File: src/hdl/fbsync_pkg.sv
// ----------------------------------------------------------------------------
// fbsync_pkg
// Shared constants, codes and types of the frame id barrier sync unit.
// ----------------------------------------------------------------------------
`default_nettype none

package fbsync_pkg;

    localparam int MAX_STREAMS = 8;
    localparam int QUEUE_DEPTH = 16;

    localparam int STREAM_W = $clog2(MAX_STREAMS);
    localparam int CNT_W    = $clog2(MAX_STREAMS + 1);
    localparam int SLOT_W   = $clog2(QUEUE_DEPTH);
    localparam int FILL_W   = $clog2(QUEUE_DEPTH + 1);
    localparam int ADDR_W   = STREAM_W + SLOT_W;
    localparam int STORE_DEPTH = MAX_STREAMS * QUEUE_DEPTH;

    localparam int ID_W     = 32;
    localparam int TAG_W    = 16;
    localparam int ENTRY_W  = ID_W + TAG_W;
    localparam int OP_W     = 2;
    localparam int STATUS_W = 3;

    localparam int CFG_DATA_W = 5;

    // command queue between front and back
    localparam int CMDQ_DEPTH = 2;
    localparam int CMDQ_PTR_W = $clog2(CMDQ_DEPTH);
    localparam int CMDQ_CNT_W = $clog2(CMDQ_DEPTH + 1);

    // operation codes
    localparam logic [OP_W-1:0] OP_PUSH    = 2'd0;
    localparam logic [OP_W-1:0] OP_COLLECT = 2'd1;
    localparam logic [OP_W-1:0] OP_FLUSH   = 2'd2;
    localparam logic [OP_W-1:0] OP_NONE    = 2'd3;

    // result status codes
    localparam logic [STATUS_W-1:0] ST_ACCEPTED = 3'd0;
    localparam logic [STATUS_W-1:0] ST_FULL     = 3'd1;
    localparam logic [STATUS_W-1:0] ST_NONMONO  = 3'd2;
    localparam logic [STATUS_W-1:0] ST_NEED     = 3'd3;
    localparam logic [STATUS_W-1:0] ST_MISMATCH = 3'd4;
    localparam logic [STATUS_W-1:0] ST_RELEASED = 3'd5;
    localparam logic [STATUS_W-1:0] ST_FLUSHED  = 3'd6;

    // configuration register indexes
    localparam logic CFG_STREAMS = 1'b0;
    localparam logic CFG_DEPTH   = 1'b1;

    typedef struct packed {
        logic [OP_W-1:0]     op;
        logic [STREAM_W-1:0] stream;
        logic [ID_W-1:0]     frm_id;
        logic [TAG_W-1:0]    buffer_tag;
    } cmd_t;

    typedef struct packed {
        logic [CNT_W-1:0]  streams;
        logic [FILL_W-1:0] depth;
    } cfg_t;

    typedef struct packed {
        logic [STATUS_W-1:0] status;
        logic [STREAM_W-1:0] stream;
        logic [ID_W-1:0]     frm_id;
        logic [TAG_W-1:0]    buffer_tag;
        logic                last;
    } res_t;

endpackage

`default_nettype wire

File: src/hdl/fbsync_front.sv
// ----------------------------------------------------------------------------
// fbsync_front
// Input stage: takes requests, drops unknown ops, stages commands for the queue.
// ----------------------------------------------------------------------------
`default_nettype none

module fbsync_front
    import fbsync_pkg::*;
(
    input  wire logic                clk,
    input  wire logic                rst_n,
    input  wire logic                in_valid,
    output logic                     in_stall,
    input  wire logic [OP_W-1:0]     op,
    input  wire logic [STREAM_W-1:0] stream,
    input  wire logic [ID_W-1:0]     frm_id,
    input  wire logic [TAG_W-1:0]    buffer_tag,
    output logic                     cmd_valid,
    output cmd_t                     cmd,
    input  wire logic                q_full
);

    logic stage_valid_reg;
    logic stage_valid_next;
    cmd_t stage_reg;
    logic load;

    assign in_stall  = stage_valid_reg && q_full;
    // unknown op is taken and dropped here
    assign load      = in_valid && !in_stall && (op != OP_NONE);
    assign cmd_valid = stage_valid_reg;
    assign cmd       = stage_reg;

    assign stage_valid_next = load || (stage_valid_reg && q_full);

    always_ff @(posedge clk or negedge rst_n)
    begin
        if (!rst_n)
        begin
            stage_valid_reg <= 1'b0;
        end
        else
        begin
            stage_valid_reg <= stage_valid_next;
        end
    end

    always_ff @(posedge clk)
    begin
        if (load)
        begin
            stage_reg <= '{op: op, stream: stream, frm_id: frm_id, buffer_tag: buffer_tag};
        end
    end

endmodule

`default_nettype wire

File: config.mk
export PLATFORM = sky130hd
export DESIGN_NAME = fbsync_front
export DESIGN_NICKNAME = d
export VERILOG_FILES = /design/src/hdl/fbsync_pkg.sv /design/src/hdl/fbsync_front.sv
export SDC_FILE = /design/constraint.sdc
export NUM_CORES = 1
export LEC_CHECK = 0
export ABC_AREA = 1
export BUFFER_PORTS_ARGS = -buffer_cell sky130_fd_sc_hd__clkbuf_2
export CAP_MARGIN = 20
export CORE_ASPECT_RATIO = 0.75
export CORE_MARGIN = 2
export CORE_UTILIZATION = 40
export DETAILED_ROUTE_END_ITERATION = 16
export GPL_TIMING_DRIVEN = 1
export PLACE_DENSITY = 0.84
export SYNTH_ARGS = -nofsm -noshare
export SYNTH_HDL_FRONTEND = slang
export SYNTH_SLANG_ARGS = --single-unit
File: constraint.sdc
create_clock -name clk -period 2.95 [get_ports clk]
set_input_delay 0.59 -clock clk [delete_from_list [all_inputs] [get_ports clk]]
set_output_delay 0.59 -clock clk [all_outputs]
set_load 0.02 [all_outputs]
== Yosys cells after proc, flatten, opt, wreduce, memory -nomap -nowiden ==
Cells that the tools add are included.
Storage, ports and cells
  bits of input ports: 57
  logic and storage cells: 11
  register bits: 54
  output and inout bits: 55
Cells by class
  eq/ne operators: 1
  reduce and logical (&&, ||, !) cells: 5
Operators by type and width (count)
  logical AND 1 bit: 3
  != test 2 bit, second input constant: 1
  zero test 1 bit: 1
  logical OR 1 bit: 1

== Logic depth before layout (Yosys ltp) ==
Gate-level depths: netlist of run 1.
  word-level depth: 5
  gate-level depth with buffers: 3
  mapped depth without buffers: 3

== Worst setup path after synthesis of run 1 ==
No wires, ideal clock.
  path type: input-to-reg
  start point: input q_full
  end point: register stage_reg, in the netlist cmd[0], enable pin
  path buffers: 0
  path slack: 410 ps
  data arrival time: 2119 ps
  stages on the path: 3
  path through: nand2_2 > inv_2 > nor2_2
Between the ends
  longest elaborated chain between the ends: 4
Ends and longest elaborated chain
  start, declared: line fbsync_front.sv:20  | input wire logic q_full
  logical AND 1 bit: line fbsync_front.sv:28  | assign in_stall = stage_valid_reg && q_full;
  named net in_stall: line fbsync_front.sv:13  | output logic in_stall,
  zero test 1 bit: line fbsync_front.sv:30  | assign load = in_valid && !in_stall && (op != OP_NONE);
  logical AND 1 bit (2 in series): line fbsync_front.sv:30
  named net load: line fbsync_front.sv:26  | logic load;
  end signal, assigned: line fbsync_front.sv:52  | stage_reg <= '{op: op, stream: stream, frm_id: frm_id, buffer_tag: buffer_tag};
  end, declared: line fbsync_front.sv:25  | cmd_t stage_reg;
The timed path passes the listed nets, and every way through them passes these cells.
A chain may end at the register's enable or synchronous reset.

== Worst setup path after layout of run 1 ==
  start point: input op[0]
  end point: register stage_reg, in the netlist cmd[20], enable pin
Between the ends
  longest elaborated chain between the ends: 2
Ends and longest elaborated chain
  start, declared: line fbsync_front.sv:14  | input wire logic [OP_W-1:0] op,
  != test 2 bit: line fbsync_front.sv:30
  logical AND 1 bit: line fbsync_front.sv:30
  named net load: line fbsync_front.sv:26
The timed path passes the listed nets, and every way through them passes these cells.

==> insert_results.sql, run 1 <==
INSERT INTO impl_metrics (metric_group, metric, value, unit) VALUES
('sta', 'rsz0062_at_grt', 'no', ''),
('die', 'core.rowCount', '20', ''),
('routing', 'routed_vias', '968', ''),
('placement', 'portBuffers', '111', ''),
('clock_tree', 'cts_buffer_depth', '2', ''),
('clock_tree', 'cts_setup_buffers', '0', ''),
('worst_setup_path', 'critical_path_class', 'in2reg', ''),
('placement', 'dpl-instance-area', '2300', 'um2'),
('logic_synthesis', 'synth.lib_cells_used.distinct', '6', ''),
('clock_tree', 'root_buffer', 'clkbuf_8', ''),
('clock_tree', 'cts_resized', '0', ''),
('die', 'core_area', '4000', 'um2'),
('routing', 'drt_iter0_drc', '39', ''),
('clock_tree', 'numCtsBuffers', '5', ''),
('clock_tree', 'cts-htree-levels', '2', ''),
('die', 'dieArea', '4640', 'um2'),
('global_routing', 'grt_util_all_layers', '12.9', '%'),
('pwr', 'power_density', '604', 'nW/um2'),
('routing', 'drt_drc_violations_left', '0', ''),
('clock_tree', 'cts_tree', 'done', ''),
('worst_setup_path', 'worst-path-max-fanout', '21', ''),
('die', 'die_height', '59.5', 'um'),
('die', 'die_w', '78.0', 'um'),
('sta', 'worst_pin_slew', '0.591', 'ns'),
('routing', 'wl', '3010', 'um'),
('routing', 'antenna_left', '0', ''),
('worst_setup_path', 'cp.arrival', '1.61', 'ns'),
('sta', 'slew-limit-headroom', '60.5', '%'),
('sta', 'final.period_utilization', '54.5', '%'),
('logic_synthesis', 'synth.cell_area', '1640', 'um2'),
('clock_tree', 'worst_setup_hold_path_clk_slew', '0.09', 'ns'),
('sta', 'fin_setup_tns', '0', 'ns'),
('sta', 'setup_clock_skew_after_layout', '0.00335', 'ns'),
('flow_run', 'max_cap_violations', '0', ''),
('cells_and_area', 'areaGrowthSynthToFinish', '45.2', '%'),
('logic_synthesis', 'synth-warning-count', '0', ''),
('placement', 'hpwl', '2370', 'um'),
('die', 'floorplan.initialDensity', '41.1', '%'),
('hold_path', 'hp-class', 'in2async', ''),
('sta', 'timing.final.crit_period', '1.61', 'ns'),
('sta', 'slew_viol_final', '0', ''),
('logic_synthesis', 'synth-seq-cells', '54', ''),
('global_routing', 'pin_count_of_the_biggest_net_entering_global_routing', '25', ''),
('placement', 'dpl.cell_count', '228', ''),
('worst_setup_path', 'r2r.worst_path.cells', '4', ''),
('outcome', 'status', 'finished clean', ''),
('logic_synthesis', 'netlist_instances', '60', ''),
('die', 'top_level_ports', '112', ''),
('logic_synthesis', 'synth.yosys.seq_area_share', '98.3', '%'),
('worst_setup_path', 'startpoint_type', 'input pin', ''),
('global_routing', 'number_of_global_route_vias_before_repair', '900', ''),
('cells_and_area', 'nFillCells', '320', ''),
('placement', 'gp_congestion', '0.677', ''),
('cells_and_area', 'number_of_inserted_diodes', '0', ''),
('cells_and_area', 'nNetsFinal', '237', ''),
('pwr', 'max-vdd-ir-drop', '0.374', 'mV'),
('global_routing', 'globalRouteOverflowTotal', '0', ''),
('clock_tree', 'clock_insertion_delay_worst_skew', '0.29', 'ns'),
('global_routing', 'grt_first_pass_wirelength', '4220', 'um'),
('clock_tree', 'hold_buffers', '0', ''),
('sta', 'setup_viol_count_final', '0', ''),
('sta', 'achievable-frequency', '0.622', 'GHz'),
('global_routing', 'grt_antenna_before_repair', '0', ''),
('routing', 'route.detailed.vias_per_inst', '4.10', ''),
('routing', 'drt-wirelength-per-cell', '12.7', 'um'),
('logic_synthesis', 'top_area_cells_in_the_synthesized_netlist', 'edfxtp_1 97%, dfrtp_1 1.5%, nand2_1 0.68%', ''),
('pwr', 'power.static_leakage', '1.05', 'nW'),
('worst_setup_path', 'required', '2.95', 'ns'),
('logic_synthesis', 'net_count_of_the_mapped_netlist', '117', ''),
('logic_synthesis', 'syn_area_per_cell', '27.4', 'um2'),
('sta', 'final_hold_viol_count', '0', ''),
('logic_synthesis', 'synth_top_cell_area_share', '96.8', '%'),
('cells_and_area', 'final_cell_count_no_fill', '236', ''),
('cells_and_area', 'drive_gt1_share', '68.0', '%'),
('routing', 'drt_first_pass_iters', '4', ''),
('cells_and_area', 'final_area', '2390', 'um2'),
('worst_setup_path', 'end_kind', 'flip-flop', ''),
('logic_synthesis', 'synth_top_area_cell', 'edfxtp_1', ''),
('clock_tree', 'tritoncts_num_sinks', '54', '');
[area by class of cell]
type	count	area, um2	area share, %
clock buffer	6	72.6	3.04
inverter	1	3.75	0.157
clock inverter	2	13.8	0.577
sequential	54	1620	67.7
multi-input combinational	5	28.8	1.21
timing repair buffer	113	583	24.4
tap	55	68.8	2.88
[through the flow]
stage | power (mW) | util [%] | worst slack, ns | hold slack (ns)
after floorplan | 0.998 | - | 0.410 | 0.294
after global placement | 1.08 | 57.5 | 1.04 | 0.369
after detailed placement | 1.08 | 57.5 | 1.02 | 0.373
after CTS | 1.46 | 59.6 | 1.33 | 0.0512
after global routing | 1.51 | 59.6 | 1.23 | 0.0362
final | 1.44 | 59.6 | 1.34 | 0.0607
[state kept, by name (all words and copies together) (netlist names)]
| register | cells |
|---|---|
| cmd_valid | 1 |
| cmd | 53 |
[worst paths after layout]
check | start | end | slack [ns]
max in group asynchronous | rst_n | cmd_valid$_DFF_PN0_ | 2.80
min | rst_n | cmd_valid$_DFF_PN0_ | 0.06
max reg2reg | cmd_valid$_DFF_PN0_ | cmd[20]$_DFFE_PP_ | 1.35
min reg2reg | cmd_valid$_DFF_PN0_ | cmd_valid$_DFF_PN0_ | 0.54
min in group clk | buffer_tag[12] | cmd[12]$_DFFE_PP_ | 0.47
max | op[0] | cmd[20]$_DFFE_PP_ | 1.34
[worst max-delay path, stage by stage]
cell and delay, ns:
clkbuf_2 0.09, nand2_1 0.06, nand2_1 0.09, nor2_4 0.48, buf_4 0.29
[cells in the mapped netlist (all sizes together)]
master	instances
dfrtp	1
edfxtp	53
inv	1
nand2	4
nor2	1
[power by group]
group	leakage, nW	switching [mW]	internal (mW)
Sequential	0.511	0.0108	0.894
Combinational	0.496	0.0997	0.0584
Clock	0.0452	0.212	0.168
[kinds of logic (layout without fill, tap and decap cells)]
kind of cell / Yosys count / in the layout / share of synthesized area (%)
simple gates: 5 / 5 / 1.45
buf+inv: 1 / 122 / 0.228
flops: 54 / 54 / 98.3
[layout by cell type, fill, tap and decap left out, drive strengths merged]
cell    netlist  layout
clkbuf        0     117
edfxtp       53      53
nand2         4       4
clkinv        0       2
buf           0       2
inv           1       1
nor2          1       1
dfrtp         1       1
[layer usage]
layer	up-vias	part of all wire, %	track usage (%)
met5	-	0	0
li1	472	-	-
met2	64	48	20.9
met4	0	0.80	5.26
met1	430	36	13.7
met3	2	15	8.23
Note: power is estimated with default switching activity, not from simulation.
==> inputs of run 2 (changes only) <==
--- a/config.mk
+++ b/config.mk
@@ -10,10 +10,10 @@
 export CAP_MARGIN = 20
 export CORE_ASPECT_RATIO = 0.75
 export CORE_MARGIN = 2
-export CORE_UTILIZATION = 40
+export CORE_UTILIZATION = 36
 export DETAILED_ROUTE_END_ITERATION = 16
 export GPL_TIMING_DRIVEN = 1
-export PLACE_DENSITY = 0.84
+export PLACE_DENSITY = 0.8
 export SYNTH_ARGS = -nofsm -noshare
 export SYNTH_HDL_FRONTEND = slang
 export SYNTH_SLANG_ARGS = --single-unit
==> constraint.sdc (replaced) <==
create_clock -name clk -period 1.4 [get_ports clk]
set_input_delay 0.28 -clock clk [delete_from_list [all_inputs] [get_ports clk]]
set_output_delay 0.28 -clock clk [all_outputs]
set_load 0.02 [all_outputs]
==> insert_results.sql, run 2 (synthesis gave the netlist of run 1 again) <==
INSERT INTO impl_metrics (metric_group, metric, value, unit) VALUES
('global_routing', 'number_of_global_route_vias_before_repair', '956', ''),
('sta', 'worst_pin_slew', '0.149', 'ns'),
('routing', 'wl', '3360', 'um'),
('outcome', 'status', 'finished clean', ''),
('routing', 'drt_first_pass_iters', '3', ''),
('global_routing', 'pin_count_of_the_biggest_net_entering_global_routing', '28', ''),
('clock_tree', 'numCtsBuffers', '5', ''),
('routing', 'drt_iter0_drc', '47', ''),
('sta', 'rsz0062_at_grt', 'no', ''),
('worst_setup_path', 'path_cells', 'nand2_2 > inv_4 > clkbuf_2', ''),
('die', 'die_height', '62.5', 'um'),
('worst_setup_path', 'cp.depth', '3', ''),
('clock_tree', 'cts_tree', 'done', ''),
('sta', 'setup_clock_skew_after_layout', '0.00571', 'ns'),
('cells_and_area', 'most-common-layout-cells', '111 x clkbuf_2, 53 x edfxtp_1, 5 x clkbuf_8', ''),
('placement', 'dpl-instance-area', '2320', 'um2'),
('worst_setup_path', 'cp.arrival', '0.99', 'ns'),
('routing', 'routed_vias', '1004', ''),
('routing', 'antenna_left', '0', ''),
('worst_setup_path', 'worst-path-max-fanout', '2', ''),
('sta', 'timing.final.crit_period', '1.27', 'ns'),
('clock_tree', 'cts-htree-levels', '2', ''),
('worst_setup_path', 'slowest_stage', 'dfrtp_2', ''),
('worst_setup_path', 'number_of_buffer_and_inverter_stages_on_the_critical_path', '2', ''),
('sta', 'final_hold_viol_count', '0', ''),
('cells_and_area', 'nFillCells', '372', ''),
('die', 'dieArea', '5130', 'um2'),
('worst_setup_path', 'critical_path_class', 'reg2out', ''),
('routing', 'drt-wirelength-per-cell', '14.1', 'um'),
('global_routing', 'grt_antenna_before_repair', '0', ''),
('clock_tree', 'cts_resized', '0', ''),
('worst_setup_path', 'r2r_start', 'cmd_valid$_DFF_PN0_', ''),
('clock_tree', 'tritoncts_num_sinks', '54', ''),
('global_routing', 'grt_first_pass_wirelength', '4760', 'um'),
('pwr', 'p_total', '3.07', 'mW'),
('pwr', 'comb_power_share', '11.3', '%'),
('sta', 'achievable-frequency', '0.788', 'GHz'),
('hold_path', 'hp-start', 'frm_id[29]', ''),
('worst_setup_path', 'required', '1.12', 'ns'),
('die', 'top_level_ports', '112', ''),
('worst_setup_path', 'startpoint_type', 'flip-flop', ''),
('routing', 'drt_drc_violations_left', '0', ''),
('cells_and_area', 'final_core_util', '54.7', '%'),
('pwr', 'seq_power_share', '62.3', '%'),
('cells_and_area', 'layout_commonest_cell', 'clkbuf_2', ''),
('hold_path', 'holdPathStages', '1', ''),
('sta', 'final.period_utilization', '90.6', '%'),
('worst_setup_path', 'slowest_delay', '0.42', 'ns'),
('pwr', 'clock_power_share', '26.5', '%'),
('worst_setup_path', 'end_kind', 'output port', ''),
('cells_and_area', 'areaGrowthSynthToFinish', '46.8', '%'),
('sta', 'slew_viol_final', '0', ''),
('die', 'core_area', '4410', 'um2'),
('pwr', 'switching_fraction_of_total_power', '23.1', '%'),
('hold_path', 'hp-class', 'in2reg', ''),
('clock_tree', 'worst_setup_hold_path_clk_slew', '0.09', 'ns'),
('sta', 'setup_viol_count_final', '0', ''),
('pwr', 'power.static_leakage', '1.05', 'nW'),
('cells_and_area', 'number_of_flip_flops_in_the_largest_register', '53', ''),
('flow_run', 'max_cap_violations', '0', ''),
('routing', 'route.detailed.vias_per_inst', '4.22', ''),
('cells_and_area', 'nNetsFinal', '238', ''),
('pwr', 'power.switching', '0.710', 'mW'),
('cells_and_area', 'final_area', '2410', 'um2'),
('cells_and_area', 'drive_gt1_share', '68.5', '%'),
('die', 'die_w', '82.0', 'um'),
('placement', 'portBuffers', '111', ''),
('die', 'core.rowCount', '21', ''),
('clock_tree', 'clock_insertion_delay_worst_skew', '0.29', 'ns'),
('clock_tree', 'cts_buffer_depth', '2', ''),
('cells_and_area', 'number_of_inserted_diodes', '0', ''),
('clock_tree', 'root_buffer', 'clkbuf_8', ''),
('sta', 'fin_setup_tns', '0', 'ns'),
('pwr', 'max-vdd-ir-drop', '0.667', 'mV'),
('sta', 'slew-limit-headroom', '90.0', '%'),
('pwr', 'cell_internal_pwr', '2.36', 'mW'),
('global_routing', 'grt_util_all_layers', '13.0', '%'),
('worst_setup_path', 'cp_top_family', 'flip-flops', ''),
('pwr', 'power_density', '1270', 'nW/um2'),
('die', 'floorplan.initialDensity', '37.2', '%'),
('global_routing', 'globalRouteOverflowTotal', '0', ''),
('placement', 'gp_congestion', '0.617', ''),
('worst_setup_path', 'setup.worst_path.start', 'cmd_valid$_DFF_PN0_', ''),
('worst_setup_path', 'r2r.worst_path.cells', '4', '');
## run 2: power by group through the flow
stage / Sequential [mW] / Combinational (mW) / Clock, mW
global placement: 1.94 / 0.340 / 0
detailed placement: 1.95 / 0.350 / 0
CTS: 1.91 / 0.353 / 0.847
floorplan: 2.06 / 0.0444 / 0
finish: 1.91 / 0.345 / 0.812
global route: 1.92 / 0.374 / 0.921
## run 2: metal layers
layer | GRT usage (%) | part of all wire, % | vias up
li1 | - | - | 476
met1 | 14.9 | 38 | 453
met2 | 21.4 | 49 | 70
met3 | 6.07 | 13 | 5
met4 | 4.38 | 0.86 | 0
met5 | 0 | 0 | -
## run 2: area by class of cell
type	count	area (um2)	area share [%]
sequential	54	1620	67.0
tap	57	71.3	2.95
clock inverter	2	15.0	0.622
timing repair buffer	114	606	25.1
inverter	1	6.26	0.259
clock buffer	5	68.8	2.85
multi-input combinational	5	28.8	1.19
## run 2: timing repair
| action | 4_1_cts | 5_1_grt |
|---|---|---|
| setup buffers | 0 | 0 |
| hold endpoints to repair | 1 | 0 |
| hold buffers | 1 | 0 |
## run 2: metrics by stage
| step | hold WS (ns) | setup WS [ns] | cells |
|---|---|---|---|
| after floorplan | -0.0156 | -0.389 | 60 |
| after global placement | 0.0553 | 0.186 | 230 |
| after detailed placement | 0.0567 | 0.177 | 230 |
| after CTS | 0.139 | 0.114 | 238 |
| after global routing | 0.130 | 0.0837 | 238 |
| final | 0.151 | 0.131 | 238 |
## run 2: worst paths after layout
kind                                        to  slack [ns]
max                                   in_stall        0.13
min                          cmd[45]$_DFFE_PP_        0.15
max reg2reg                  cmd[29]$_DFFE_PP_        0.21
min reg2reg                cmd_valid$_DFF_PN0_        0.55
max in group asynchronous  cmd_valid$_DFF_PN0_        1.01
min in group asynchronous  cmd_valid$_DFF_PN0_        0.29
