<file path="src/hdl/fbsync_pkg.sv">
// ----------------------------------------------------------------------------
// fbsync_pkg
// Shared constants, codes and types of the frame id barrier sync unit.
// ----------------------------------------------------------------------------
`default_nettype none

package fbsync_pkg;

    localparam int MAX_STREAMS = 8;
    localparam int QUEUE_DEPTH = 16;

    localparam int STREAM_W = $clog2(MAX_STREAMS);
    localparam int CNT_W    = $clog2(MAX_STREAMS + 1);
    localparam int SLOT_W   = $clog2(QUEUE_DEPTH);
    localparam int FILL_W   = $clog2(QUEUE_DEPTH + 1);
    localparam int ADDR_W   = STREAM_W + SLOT_W;
    localparam int STORE_DEPTH = MAX_STREAMS * QUEUE_DEPTH;

    localparam int ID_W     = 32;
    localparam int TAG_W    = 16;
    localparam int ENTRY_W  = ID_W + TAG_W;
    localparam int OP_W     = 2;
    localparam int STATUS_W = 3;

    localparam int CFG_DATA_W = 5;

    // command queue between front and back
    localparam int CMDQ_DEPTH = 2;
    localparam int CMDQ_PTR_W = $clog2(CMDQ_DEPTH);
    localparam int CMDQ_CNT_W = $clog2(CMDQ_DEPTH + 1);

    // operation codes
    localparam logic [OP_W-1:0] OP_PUSH    = 2'd0;
    localparam logic [OP_W-1:0] OP_COLLECT = 2'd1;
    localparam logic [OP_W-1:0] OP_FLUSH   = 2'd2;
    localparam logic [OP_W-1:0] OP_NONE    = 2'd3;

    // result status codes
    localparam logic [STATUS_W-1:0] ST_ACCEPTED = 3'd0;
    localparam logic [STATUS_W-1:0] ST_FULL     = 3'd1;
    localparam logic [STATUS_W-1:0] ST_NONMONO  = 3'd2;
    localparam logic [STATUS_W-1:0] ST_NEED     = 3'd3;
    localparam logic [STATUS_W-1:0] ST_MISMATCH = 3'd4;
    localparam logic [STATUS_W-1:0] ST_RELEASED = 3'd5;
    localparam logic [STATUS_W-1:0] ST_FLUSHED  = 3'd6;

    // configuration register indexes
    localparam logic CFG_STREAMS = 1'b0;
    localparam logic CFG_DEPTH   = 1'b1;

    typedef struct packed {
        logic [OP_W-1:0]     op;
        logic [STREAM_W-1:0] stream;
        logic [ID_W-1:0]     frm_id;
        logic [TAG_W-1:0]    buffer_tag;
    } cmd_t;

    typedef struct packed {
        logic [CNT_W-1:0]  streams;
        logic [FILL_W-1:0] depth;
    } cfg_t;

    typedef struct packed {
        logic [STATUS_W-1:0] status;
        logic [STREAM_W-1:0] stream;
        logic [ID_W-1:0]     frm_id;
        logic [TAG_W-1:0]    buffer_tag;
        logic                last;
    } res_t;

endpackage

`default_nettype wire

</file>
<file path="src/hdl/fbsync_cmd_queue.sv">
// ----------------------------------------------------------------------------
// fbsync_cmd_queue
// Short command queue decoupling the front stage from the back end.
// ----------------------------------------------------------------------------
`default_nettype none

module fbsync_cmd_queue
    import fbsync_pkg::*;
(
    input  wire logic clk,
    input  wire logic rst_n,
    input  wire logic push_valid,
    input  cmd_t      push_data,
    output logic      full,
    input  wire logic pop,
    output logic      pop_valid,
    output cmd_t      pop_data
);

    cmd_t                  entry_reg [CMDQ_DEPTH];
    logic [CMDQ_PTR_W-1:0] wr_ptr_reg;
    logic [CMDQ_PTR_W-1:0] wr_ptr_next;
    logic [CMDQ_PTR_W-1:0] rd_ptr_reg;
    logic [CMDQ_PTR_W-1:0] rd_ptr_next;
    logic [CMDQ_CNT_W-1:0] count_reg;
    logic [CMDQ_CNT_W-1:0] count_next;
    logic                  do_push;
    logic                  do_pop;

    assign full      = (count_reg == CMDQ_CNT_W'(CMDQ_DEPTH));
    assign pop_valid = (count_reg != '0);
    assign pop_data  = entry_reg[rd_ptr_reg];
    assign do_push   = push_valid && !full;
    assign do_pop    = pop && pop_valid;

    always_comb
    begin
        wr_ptr_next = wr_ptr_reg;
        rd_ptr_next = rd_ptr_reg;
        count_next  = count_reg;
        if (do_push)
        begin
            wr_ptr_next = (wr_ptr_reg == CMDQ_PTR_W'(CMDQ_DEPTH - 1)) ? '0 : wr_ptr_reg + 1'b1;
        end
        if (do_pop)
        begin
            rd_ptr_next = (rd_ptr_reg == CMDQ_PTR_W'(CMDQ_DEPTH - 1)) ? '0 : rd_ptr_reg + 1'b1;
        end
        if (do_push && !do_pop)
        begin
            count_next = count_reg + 1'b1;
        end
        else if (do_pop && !do_push)
        begin
            count_next = count_reg - 1'b1;
        end
    end

    always_ff @(posedge clk or negedge rst_n)
    begin
        if (!rst_n)
        begin
            wr_ptr_reg <= '0;
            rd_ptr_reg <= '0;
            count_reg  <= '0;
        end
        else
        begin
            wr_ptr_reg <= wr_ptr_next;
            rd_ptr_reg <= rd_ptr_next;
            count_reg  <= count_next;
        end
    end

    always_ff @(posedge clk)
    begin
        if (do_push)
        begin
            entry_reg[wr_ptr_reg] <= push_data;
        end
    end

endmodule

`default_nettype wire

</file>
<file path="config.mk">
export PLATFORM = sky130hd
export DESIGN_NAME = fbsync_cmd_queue
export DESIGN_NICKNAME = d
export VERILOG_FILES = /design/src/hdl/fbsync_pkg.sv /design/src/hdl/fbsync_cmd_queue.sv
export SDC_FILE = /design/constraint.sdc
export NUM_CORES = 1
export LEC_CHECK = 0
export BUFFER_PORTS_ARGS = -buffer_cell sky130_fd_sc_hd__buf_4
export CORE_ASPECT_RATIO = 2
export CORE_MARGIN = 8
export CORE_UTILIZATION = 52
export CTS_CLUSTER_SIZE = 30
export DETAILED_ROUTE_END_ITERATION = 10
export PLACE_DENSITY = 0.79
export RECOVER_POWER = 25
export SLEW_MARGIN = 10
export SYNTH_ARGS = -nofsm -noshare
export SYNTH_HDL_FRONTEND = slang
export SYNTH_SLANG_ARGS = --single-unit
</file>
<file path="constraint.sdc">
create_clock -name clk -period 3.6 [get_ports clk]
set_input_delay 0.72 -clock clk [delete_from_list [all_inputs] [get_ports clk]]
set_output_delay 0.72 -clock clk [all_outputs]
set_load 0.02 [all_outputs]
</file>
# Yosys cells after proc, flatten, opt, wreduce, memory -nomap -nowiden
# Memories as Yosys holds them, arrays and structs flattened.
# Cells that the tools add are included.
# op_classes
addsub	4
eq_ne	1
muxes	6
reduce_logical	9
# ops
op	count
1-bit logical AND	4
1-bit two-way mux	4
2-bit two-way mux	2
2-bit nonzero test	2
1-bit zero test	3
1-bit adder (second input constant)	2
2-bit by 1-bit adder with 2-bit output (second input constant)	1
2-bit equality test (second input constant)	1
2-bit by 1-bit subtractor with 2-bit output (second input constant)	1
# word_totals
ff_bits	4
ramBits	106
input_bits	57
output_inout_bits	55
word_cells	24
memories	1
# mem_list
memory	words	width	rd	rd_clocked_by_memory_dff	write_ports	line_no	rtl
entry_reg	2	53	1	0	1	fbsync_cmd_queue.sv:20	cmd_t entry_reg [CMDQ_DEPTH];

# Depth between registers and ports, before layout
# Gate-level depths: netlist (run 1).
# logic_depth
depth_word	7
ltp_mapped	7
depth_no_buf	7

# Least setup slack after synthesis (run 1)
# Ideal clock, no wire load.
# synth_path
path_type	input -> register
start	input push_valid
end	memory entry_reg[0][0] in the netlist's numbering (enable)
setup_time_ps	464
t_arrival_ps	3031
required_ps	3136
path_slack_ps	106
cell_stages	2
path_buffers	0
path_cell_list	nand2_1 -> nor2_1
# synth_via
elab_chain_cells	3
# synth_rtl
element	line_no	rtl
start, declared	fbsync_cmd_queue.sv:12	input wire logic push_valid,
1-bit logical AND	fbsync_cmd_queue.sv:33	assign do_push = push_valid && !full;
1-bit two-way mux	fbsync_cmd_queue.sv:77	if (do_push)
1-bit two-way mux (not written as such)	fbsync_cmd_queue.sv:79	entry_reg[wr_ptr_reg] <= push_data;
end, declared	fbsync_cmd_queue.sv:20	
# No other way between the ends.

==> results of run 1 <==
## routing by layer
metal / global-route usage, % / share of wire [%] / vias up
li1: - / - / 960
met1: 14.5 / 38 / 1005
met5: 0 / 0 / -
met3: 7.04 / 12 / 13
met4: 5.79 / 1.9 / 0
met2: 21.2 / 48 / 97
## worst max-delay path, delay by kind of cell, from the launching register on
family / cells / cell delay [ps]
mux: 1 / 310
buf+inv: 2 / 450
flops: 1 / 990
## cells by family after synthesis
family                     count (synthesis)  synth area share [%]
DFF                                      110                  76.8
and+or+nand+nor                            7                 0.791
buffers and inverters                      8                  2.78
xor gates and xnor gates                   5                  1.03
muxes                                     53                  18.3
adders and majority gates                  1                 0.293
## where the power goes
group / internal, W / switching, W / leakage (nW)
Combinational: 0.000886 / 0.000802 / 1.01
Sequential: 0.00175 / 0.000224 / 1.03
Clock: 0.000531 / 0.000396 / 0.141
## cell usage in the layout, fill, tap and decap left out
cell and instances:
clkinv_2 3, bufinv_16 1, nand2_1 2, nor2_4 1
dfrtp_1 3, xnor2_1 3, dfrtp_4 1, or2_1 1
clkinv_1 2, nor2_1 1, and3_2 1, xor2_1 2
ha_1 1, buf_4 82, edfxtp_1 106, mux2_4 49
clkbuf_4 29, mux2_2 4, inv_1 2, clkbuf_16 9
nand2b_1 1, clkbuf_1 7
## final timing paths
| path | end | start | depth (start not counted) |
|---|---|---|---|
| worst min-delay path | count_reg[1]$_DFFE_PN0P_ | rst_n | 1 |
| min in group clk | count_reg[1]$_DFFE_PN0P_ | count_reg[1]$_DFFE_PN0P_ | 1 |
| worst max register to register | entry_reg[1][44]$_DFFE_PP_ | count_reg[0]$_DFFE_PN0P_ | 3 |
| max in group asynchronous | rd_ptr_reg$_DFFE_PN0P_ | rst_n | 1 |
| worst min register to register | count_reg[1]$_DFFE_PN0P_ | count_reg[1]$_DFFE_PN0P_ | 1 |
| worst max-delay path | pop_data[48] | rd_ptr_reg$_DFFE_PN0P_ | 3 |
## through the flow
step | hold WS (ps) | cells | area (um^2)
final | 206 | 409 | 5430
after global routing | 210 | 409 | 5430
after CTS | 160 | 409 | 5460
after detailed placement | 494 | 393 | 5170
after global placement | 472 | 393 | 5170
after floorplan | 424 | 184 | 4270
## area by class of cell
class | count | area [um^2] | share of cell area [%]
tap | 98 | 123 | 2.26
multi-input combinational | 66 | 880 | 16.2
clock inverter | 6 | 52.6 | 0.967
inverter | 2 | 7.51 | 0.138
sequential | 110 | 3290 | 60.5
timing repair buffer | 117 | 856 | 15.7
clock buffer | 10 | 229 | 4.21
==> results.sh, run 1 <==
export IMPL_gp_congestion=0.707
export IMPL_synthTopCellsByArea="edfxtp_1, mux2_4, buf_12"
export IMPL_clock_fmax_mhz=354
export IMPL_rsz0062_at_grt="false"
export IMPL_crit_arrival_ps=2110
export IMPL_io_buffer_count=111
export IMPL_period_share_pct=78.5
export IMPL_power_leakage_nw=2.18
export IMPL_tns_ps=0
export IMPL_largest_register_ffs=106
export IMPL_synth_common_cells="edfxtp_1, mux2_4, buf_12, dfrtp_1, mux2_2"
export IMPL_ios=112
export IMPL_syn_area_um2=4270
export IMPL_finalMaxSlewViolations=0
export IMPL_clkTransAtPathRegs_ps=60
export IMPL_synth_distinct_cells=15
export IMPL_cts_root_buf="clkbuf_16"
export IMPL_cp_cell_sequence="buf_4, mux2_4, buf_4"
export IMPL_grt_usage_pct=13.4
export IMPL_startpoint_type="flip-flop"
export IMPL_core_um2=8120
export IMPL_critical_path_max_stage_delay_ps=990
export IMPL_drt_first_iter_violations=111
export IMPL_post_cts_buffers=0
export IMPL_finalSetupViolCount=0
export IMPL_cp_required_ps=2880
export IMPL_path_class="flip-flop to primary output"
export IMPL_yosysSeqAreaShare_pct=76.8
export IMPL_fin_total_pwr_w=0.00459
export IMPL_vias_per_cell=5.07
export IMPL_routedWlPerCell_um=18.6
export IMPL_synth_top_cell_by_area="edfxtp_1"
export IMPL_nFillCells=578
export IMPL_die_w_um=80.1
export IMPL_yosys_warnings=0
export IMPL_syn_area_per_cell_um2=23.2
export IMPL_grt_first_pass_wirelength_um=11800
export IMPL_place_ws_ps=1120
export IMPL_synthArstFlopShare_pct=3.64
export IMPL_min_path_type="input port to asynchronous set/reset pin"
export IMPL_start_util_pct=52.7
export IMPL_drtAntennaViolNets=0
export IMPL_slowest_stage="dfrtp_4"
export IMPL_power_density_nw_per_um2=845
export IMPL_tritoncts_num_buffers=9
export IMPL_firstDrtPassIters=4
export IMPL_clk_latency_ps=340
export IMPL_areaGrowthSynthToFinish_pct=27.2
export IMPL_antenna_found_initial=0
export IMPL_ys_flop_type="edfxtp_1"
export IMPL_status="finished clean"
export IMPL_grt_max_degree=49
export IMPL_fp_dieH_um=144
export IMPL_worst_ir_drop_vdd_mv=0.719
export IMPL_drt_wl_total_um=7620
export IMPL_htreeDepth=3
export IMPL_finalHoldViolCount=0
export IMPL_final_nets=364
export IMPL_cap_violations=0
export IMPL_overflow=0
export IMPL_cpMostUsedCell="buf_4"
export IMPL_worstPathMaxFanout=48
export IMPL_grt_pass1_vias=2410
export IMPL_post_route_drc_count=0
export IMPL_setup_ws_ps=774
export IMPL_ys_seq_elements=110
export IMPL_cts_sinks=110
export IMPL_cts_hold_buf=0
export IMPL_drive_gt1_share_pct=57.9
export IMPL_clock_path_buffers=2
export IMPL_vias=2075
export IMPL_mappedNetlistNets=242
export IMPL_n_antenna_cell=0
export IMPL_die_area_um2=11500
export IMPL_finalClockSkew_ps=5.23
export IMPL_synth_cells=184
export IMPL_rrSetupSlack_ps=1650
export IMPL_cts_tree="done"
export IMPL_synth_edff_count=106
export IMPL_crit_path_end_kind="primary output"
export IMPL_num_rows=47
export IMPL_tightest_slew_ps=858
export IMPL_synth_top_area_share_pct=74.5
export IMPL_cts_resized=0
export IMPL_fin_crit_ps=2830
export IMPL_final_util_pct=67.0
export IMPL_dpl_hpwl_um=5510
export IMPL_yosysMostFrequentCell="edfxtp_1"
export IMPL_slew_headroom_pct=42.8
(Power assumes the default switching activity.)
==> run 2, diff against run 1 <==
--- a/config.mk
+++ b/config.mk
@@ -8,10 +8,10 @@
 export BUFFER_PORTS_ARGS = -buffer_cell sky130_fd_sc_hd__buf_4
 export CORE_ASPECT_RATIO = 2
 export CORE_MARGIN = 8
-export CORE_UTILIZATION = 52
+export CORE_UTILIZATION = 47
 export CTS_CLUSTER_SIZE = 30
 export DETAILED_ROUTE_END_ITERATION = 10
-export PLACE_DENSITY = 0.79
+export PLACE_DENSITY = 0.75
 export RECOVER_POWER = 25
 export SLEW_MARGIN = 10
 export SYNTH_ARGS = -nofsm -noshare
==> constraint.sdc (replaced) <==
create_clock -name clk -period 2.45 [get_ports clk]
set_input_delay 0.49 -clock clk [delete_from_list [all_inputs] [get_ports clk]]
set_output_delay 0.49 -clock clk [all_outputs]
set_load 0.02 [all_outputs]
==> run 2 against run 1 <==
Net effect: worst setup slack worse by 550 ps; final cell count rose by 1.5%; sequential share of layout area shrank 0.97 points; core utilization down 4.8 points; critical path type unchanged; critical path depth unchanged.
==> results.sh, run 2 (synthesis gave the netlist of run 1 again) <==
export IMPL_pwr_share_clk_pct=20.5
export IMPL_worst_ir_drop_vdd_mv=0.857
export IMPL_vias_per_cell=4.89
export IMPL_rsz0062_at_grt="false"
export IMPL_dpl_hpwl_um=5800
export IMPL_min_path_type="input port to flip-flop"
export IMPL_antenna_found_initial=0
export IMPL_clock_path_buffers=2
export IMPL_firstDrtPassIters=4
export IMPL_slowest_stage="dfrtp_4"
export IMPL_grt_usage_pct=12.5
export IMPL_cts_sinks=110
export IMPL_htreeDepth=3
export IMPL_crit_arrival_ps=1740
export IMPL_num_rows=49
export IMPL_clk_latency_ps=340
export IMPL_power_leakage_nw=2.21
export IMPL_ios=112
export IMPL_drive_gt1_share_pct=59.0
export IMPL_cp_cell_sequence="buf_12, mux2_2, buf_4"
export IMPL_path_class="flip-flop to primary output"
export IMPL_slew_headroom_pct=67.9
export IMPL_switchingPower_w=0.00211
export IMPL_post_cts_buffers=0
export IMPL_power_density_nw_per_um2=1240
export IMPL_power_share_switching_pct=30.8
export IMPL_areaGrowthSynthToFinish_pct=29.3
export IMPL_grt_max_degree=36
export IMPL_worstPathMaxFanout=19
export IMPL_finalHoldViolCount=0
export IMPL_drtAntennaViolNets=0
export IMPL_status="finished clean"
export IMPL_pwr_share_comb_pct=38.8
export IMPL_die_area_um2=12600
export IMPL_cts_tree="done"
export IMPL_final_nets=365
export IMPL_clock_fmax_mhz=449
export IMPL_finalClockSkew_ps=5.17
export IMPL_cp_required_ps=1960
export IMPL_core_um2=8890
export IMPL_tritoncts_num_buffers=9
export IMPL_grt_first_pass_wirelength_um=11800
export IMPL_tightest_slew_ps=481
export IMPL_fin_crit_ps=2230
export IMPL_startpoint_type="flip-flop"
export IMPL_drt_first_iter_violations=147
export IMPL_cts_root_buf="clkbuf_16"
export IMPL_crit_path_end_kind="primary output"
export IMPL_finalMaxSlewViolations=0
export IMPL_final_util_pct=62.1
export IMPL_final_common_cell="edfxtp_1"
export IMPL_period_share_pct=90.9
export IMPL_power_frac_seq_pct=40.6
export IMPL_p_int_w=0.00473
export IMPL_largest_register_ffs=106
export IMPL_critical_path_max_stage_delay_ps=650
export IMPL_clkTransAtPathRegs_ps=70
export IMPL_io_buffer_count=111
export IMPL_post_route_drc_count=0
export IMPL_tns_ps=0
export IMPL_hold_ws_ps=335
export IMPL_start_util_pct=48.1
export IMPL_finalSetupViolCount=0
export IMPL_drt_wl_total_um=7820
export IMPL_routedWlPerCell_um=18.8
export IMPL_cap_violations=0
export IMPL_fp_dieH_um=151
export IMPL_vias=2031
export IMPL_grt_pass1_vias=2251
export IMPL_gp_congestion=0.694
export IMPL_nFillCells=660
export IMPL_die_w_um=83.4
export IMPL_overflow=0
export IMPL_mostFrequentLayoutCells="edfxtp_1, buf_4, mux2_4"
## run 2: cell types whose count changed in the layout (fill, tap and decap cells not counted), moves of 2 or more
cell / before / now
buf_4: 82 / 78
clkbuf_1: 7 / 5
buf_12: 0 / 4
clkinv_1: 2 / 0
clkinv_2: 3 / 1
clkbuf_4: 29 / 32
clkinvlp_4: 0 / 2
## run 2: worst paths after layout
check                      slack (ps)                startpoint                    endpoint  depth (start not counted)
setup / recovery                  220    rd_ptr_reg$_DFFE_PN0P_                pop_data[30]                          3
min in group asynchronous         480                     rst_n    count_reg[1]$_DFFE_PN0P_                          2
hold reg to reg                   490  count_reg[1]$_DFFE_PN0P_    count_reg[1]$_DFFE_PN0P_                          1
max in group asynchronous        1850                     rst_n      rd_ptr_reg$_DFFE_PN0P_                          2
setup reg to reg                  840  count_reg[0]$_DFFE_PN0P_  entry_reg[1][27]$_DFFE_PP_                          3
hold / removal                    340             push_data[21]  entry_reg[0][21]$_DFFE_PP_                          1
## run 2: critical path, delay by kind of cell (launching register included)
kind	cells	cell delay, ps
buffers and inverters	2	400
flip-flops	1	650
multiplexers	1	350
## run 2: final cells by class
type                            instances  area (um^2)  area share (%)
Antenna cell                            1         2.50          0.0453
Timing Repair Buffer                  118          927            16.8
Tap cell                              102          128            2.31
Clock inverter                          5         58.8            1.06
Multi-Input combinational cell         66          880            15.9
Inverter                                2         7.51           0.136
Sequential cell                       110         3290            59.5
Clock buffer                           11          233            4.21
## run 2: through the flow
step,area [um^2],total power (W),setup WS (ps),instances
2_1_floorplan,4280,0.00465,24.2,184
6_report,5520,0.00684,224,415
5_1_grt,5520,0.00716,155,414
3_3_place_gp,5230,0.00549,577,397
4_1_cts,5530,0.00696,189,414
3_5_place_dp,5230,0.00554,567,397
## run 2: power groups by stage
stage	clock [W]	sequential [W]	combinational (W)
finish	0.00140	0.00278	0.00265
global route	0.00153	0.00282	0.00281
CTS	0.00145	0.00279	0.00272
detailed placement	0	0.00283	0.00271
global placement	0	0.00280	0.00269
floorplan	0	0.00272	0.00194
## run 2: repair_timing
action / in CTS / in global routing
gates resized for setup: 0 / 0
endpoints found under the setup margin: 0 / 0
hold endpoints to repair: 4 / 0
hold buffers: 1 / 0
## run 2: metal layers
metal  wire, um  GRT usage [%]  vias up
met1       2560           11.0      983
met2       4470           22.4       74
met5          0              0        -
li1           -              -      963
met3        547           5.17       11
met4        235           9.04        0
==> run 3, diff against run 2 <==
--- a/config.mk
+++ b/config.mk
@@ -8,10 +8,10 @@
 export BUFFER_PORTS_ARGS = -buffer_cell sky130_fd_sc_hd__buf_4
 export CORE_ASPECT_RATIO = 2
 export CORE_MARGIN = 8
-export CORE_UTILIZATION = 47
+export CORE_UTILIZATION = 43
 export CTS_CLUSTER_SIZE = 30
 export DETAILED_ROUTE_END_ITERATION = 10
-export PLACE_DENSITY = 0.75
+export PLACE_DENSITY = 0.7
 export RECOVER_POWER = 25
 export SLEW_MARGIN = 10
 export SYNTH_ARGS = -nofsm -noshare
==> run 3 against run 2 <==
Net effect: first-iteration DRC count is 37% lower; non-clock buffer count stayed put; clock skew is 2.2 ps lower; sequential share of layout area is 0.24 points lower; wire length is 0.69% higher; via count is 1.2% higher; register-to-register slack better by 70 ps; critical path type unchanged.
==> results.sh, run 3 (synthesis gave the netlist of run 1 again) <==
export IMPL_status="finished clean"
export IMPL_drive_gt1_share_pct=60.3
export IMPL_cp_required_ps=1960
export IMPL_hold_path_end="entry_reg[0][4]$_DFFE_PP_"
export IMPL_cts_tree="done"
export IMPL_setup_ws_ps=391
export IMPL_tritoncts_num_buffers=9
export IMPL_final_nets=365
export IMPL_vias=2055
export IMPL_rrSetupSlack_ps=910
export IMPL_firstDrtPassIters=4
export IMPL_cts_sinks=110
export IMPL_mostFrequentLayoutCells="edfxtp_1, buf_4, mux2_4"
export IMPL_core_um2=9700
export IMPL_power_density_nw_per_um2=1230
export IMPL_rsz0062_at_grt="false"
export IMPL_grt_max_degree=32
export IMPL_stdcell_count=445
export IMPL_largest_register_ffs=106
export IMPL_crit_arrival_ps=1570
export IMPL_vias_per_cell=4.62
export IMPL_clock_fmax_mhz=486
export IMPL_fp_dieH_um=157
export IMPL_min_path_type="input port to flip-flop"
export IMPL_r2r_start="count_reg[0]$_DFFE_PN0P_"
export IMPL_post_cts_buffers=0
export IMPL_tightest_slew_ps=397
export IMPL_period_share_pct=84.0
export IMPL_gp_congestion=0.751
export IMPL_final_common_cell="edfxtp_1"
export IMPL_num_rows=51
export IMPL_die_w_um=86.5
export IMPL_hp_start="push_data[4]"
export IMPL_finalClockSkew_ps=2.99
export IMPL_drt_first_iter_violations=93
export IMPL_drtAntennaViolNets=0
export IMPL_grt_first_pass_wirelength_um=11800
export IMPL_power_leakage_nw=2.22
export IMPL_clkTransAtPathRegs_ps=70
export IMPL_htreeDepth=3
export IMPL_clk_latency_ps=340
export IMPL_grt_pass1_vias=2274
export IMPL_worst_ir_drop_vdd_mv=0.900
export IMPL_overflow=0
export IMPL_dpl_hpwl_um=5700
export IMPL_finalMaxSlewViolations=0
export IMPL_io_buffer_count=111
export IMPL_finalSetupViolCount=0
export IMPL_r2r_end="entry_reg[0][48]$_DFFE_PP_"
export IMPL_fin_crit_ps=2060
export IMPL_clock_path_buffers=2
export IMPL_cap_violations=0
export IMPL_hold_path_depth=1
export IMPL_grt_usage_pct=12.1
export IMPL_r2r_cells=4
export IMPL_die_area_um2=13600
export IMPL_crit_path_end_kind="primary output"
export IMPL_post_route_drc_count=0
export IMPL_finalHoldViolCount=0
export IMPL_start_util_pct=44.1
export IMPL_slew_headroom_pct=73.5
export IMPL_worstPathMaxFanout=31
export IMPL_routedWlPerCell_um=17.7
export IMPL_path_class="flip-flop to primary output"
export IMPL_areaGrowthSynthToFinish_pct=29.8
export IMPL_antenna_found_initial=2
export IMPL_tns_ps=0
export IMPL_drt_wl_total_um=7870
export IMPL_place_ws_ps=748
export IMPL_hold_ws_ps=338
export IMPL_dp_cells=427
export IMPL_cts_root_buf="clkbuf_16"
export IMPL_startpoint_type="flip-flop"
export IMPL_ios=112
run 3: layout make-up:
| class | instances | area [um^2] |
|---|---|---|
| Timing Repair Buffer | 118 | 913 |
| Multi-Input combinational cell | 66 | 880 |
| Antenna cell | 1 | 2.50 |
| Clock buffer | 9 | 225 |
| Sequential cell | 110 | 3290 |
| Inverter | 2 | 7.51 |
| Clock inverter | 7 | 65.1 |
| Fill cell | 780 | 4150 |
| Tap cell | 132 | 165 |
run 3: stage by stage:
step                      util (%)  cell area [um^2]  power, W
after floorplan                  -              4280   0.00465
after global placement        54.1              5240   0.00548
after detailed placement      54.1              5240   0.00552
after CTS                     57.1              5540   0.00692
after global routing          57.2              5550   0.00713
final                         57.2              5550   0.00681
run 3: worst max-delay path, stage by stage (launching register included):
cell	delay, ps
dfrtp_4	440
buf_12	250
mux2_2	370
buf_4	160
run 3: worst max-delay path by stage:
stage	from	to	cells after the start
5_1_grt	rd_ptr_reg$_DFFE_PN0P_	pop_data[38]	3
2_1_floorplan	count_reg[0]$_DFFE_PN0P_	entry_reg[0][0]$_DFFE_PP_	3
3_5_place_dp	rd_ptr_reg$_DFFE_PN0P_	pop_data[36]	3
6_report	rd_ptr_reg$_DFFE_PN0P_	pop_data[30]	3
4_1_cts	rd_ptr_reg$_DFFE_PN0P_	pop_data[36]	3
3_3_place_gp	rd_ptr_reg$_DFFE_PN0P_	pop_data[36]	3
run 3: layer usage:
layer / track usage, % / share of wire, % / up-vias
met5: 0 / 0.11 / -
met4: 9.93 / 4.1 / 2
met3: 3.97 / 6.3 / 17
met2: 20.9 / 57 / 64
met1: 11.1 / 32 / 1006
li1: - / - / 966
run 3: timing repair:
action	CTS	global route
resized for setup	0	0
endpoints found under the hold margin	4	0
hold buffers	1	0
run 3: report_power, final:
group / internal, W / total [W] / switching [W]
Clock: 0.000784 / 0.00139 / 0.000601
Sequential: 0.00258 / 0.00271 / 0.000127
Combinational: 0.00133 / 0.00272 / 0.00138
Total: 0.00470 / 0.00681 / 0.00211
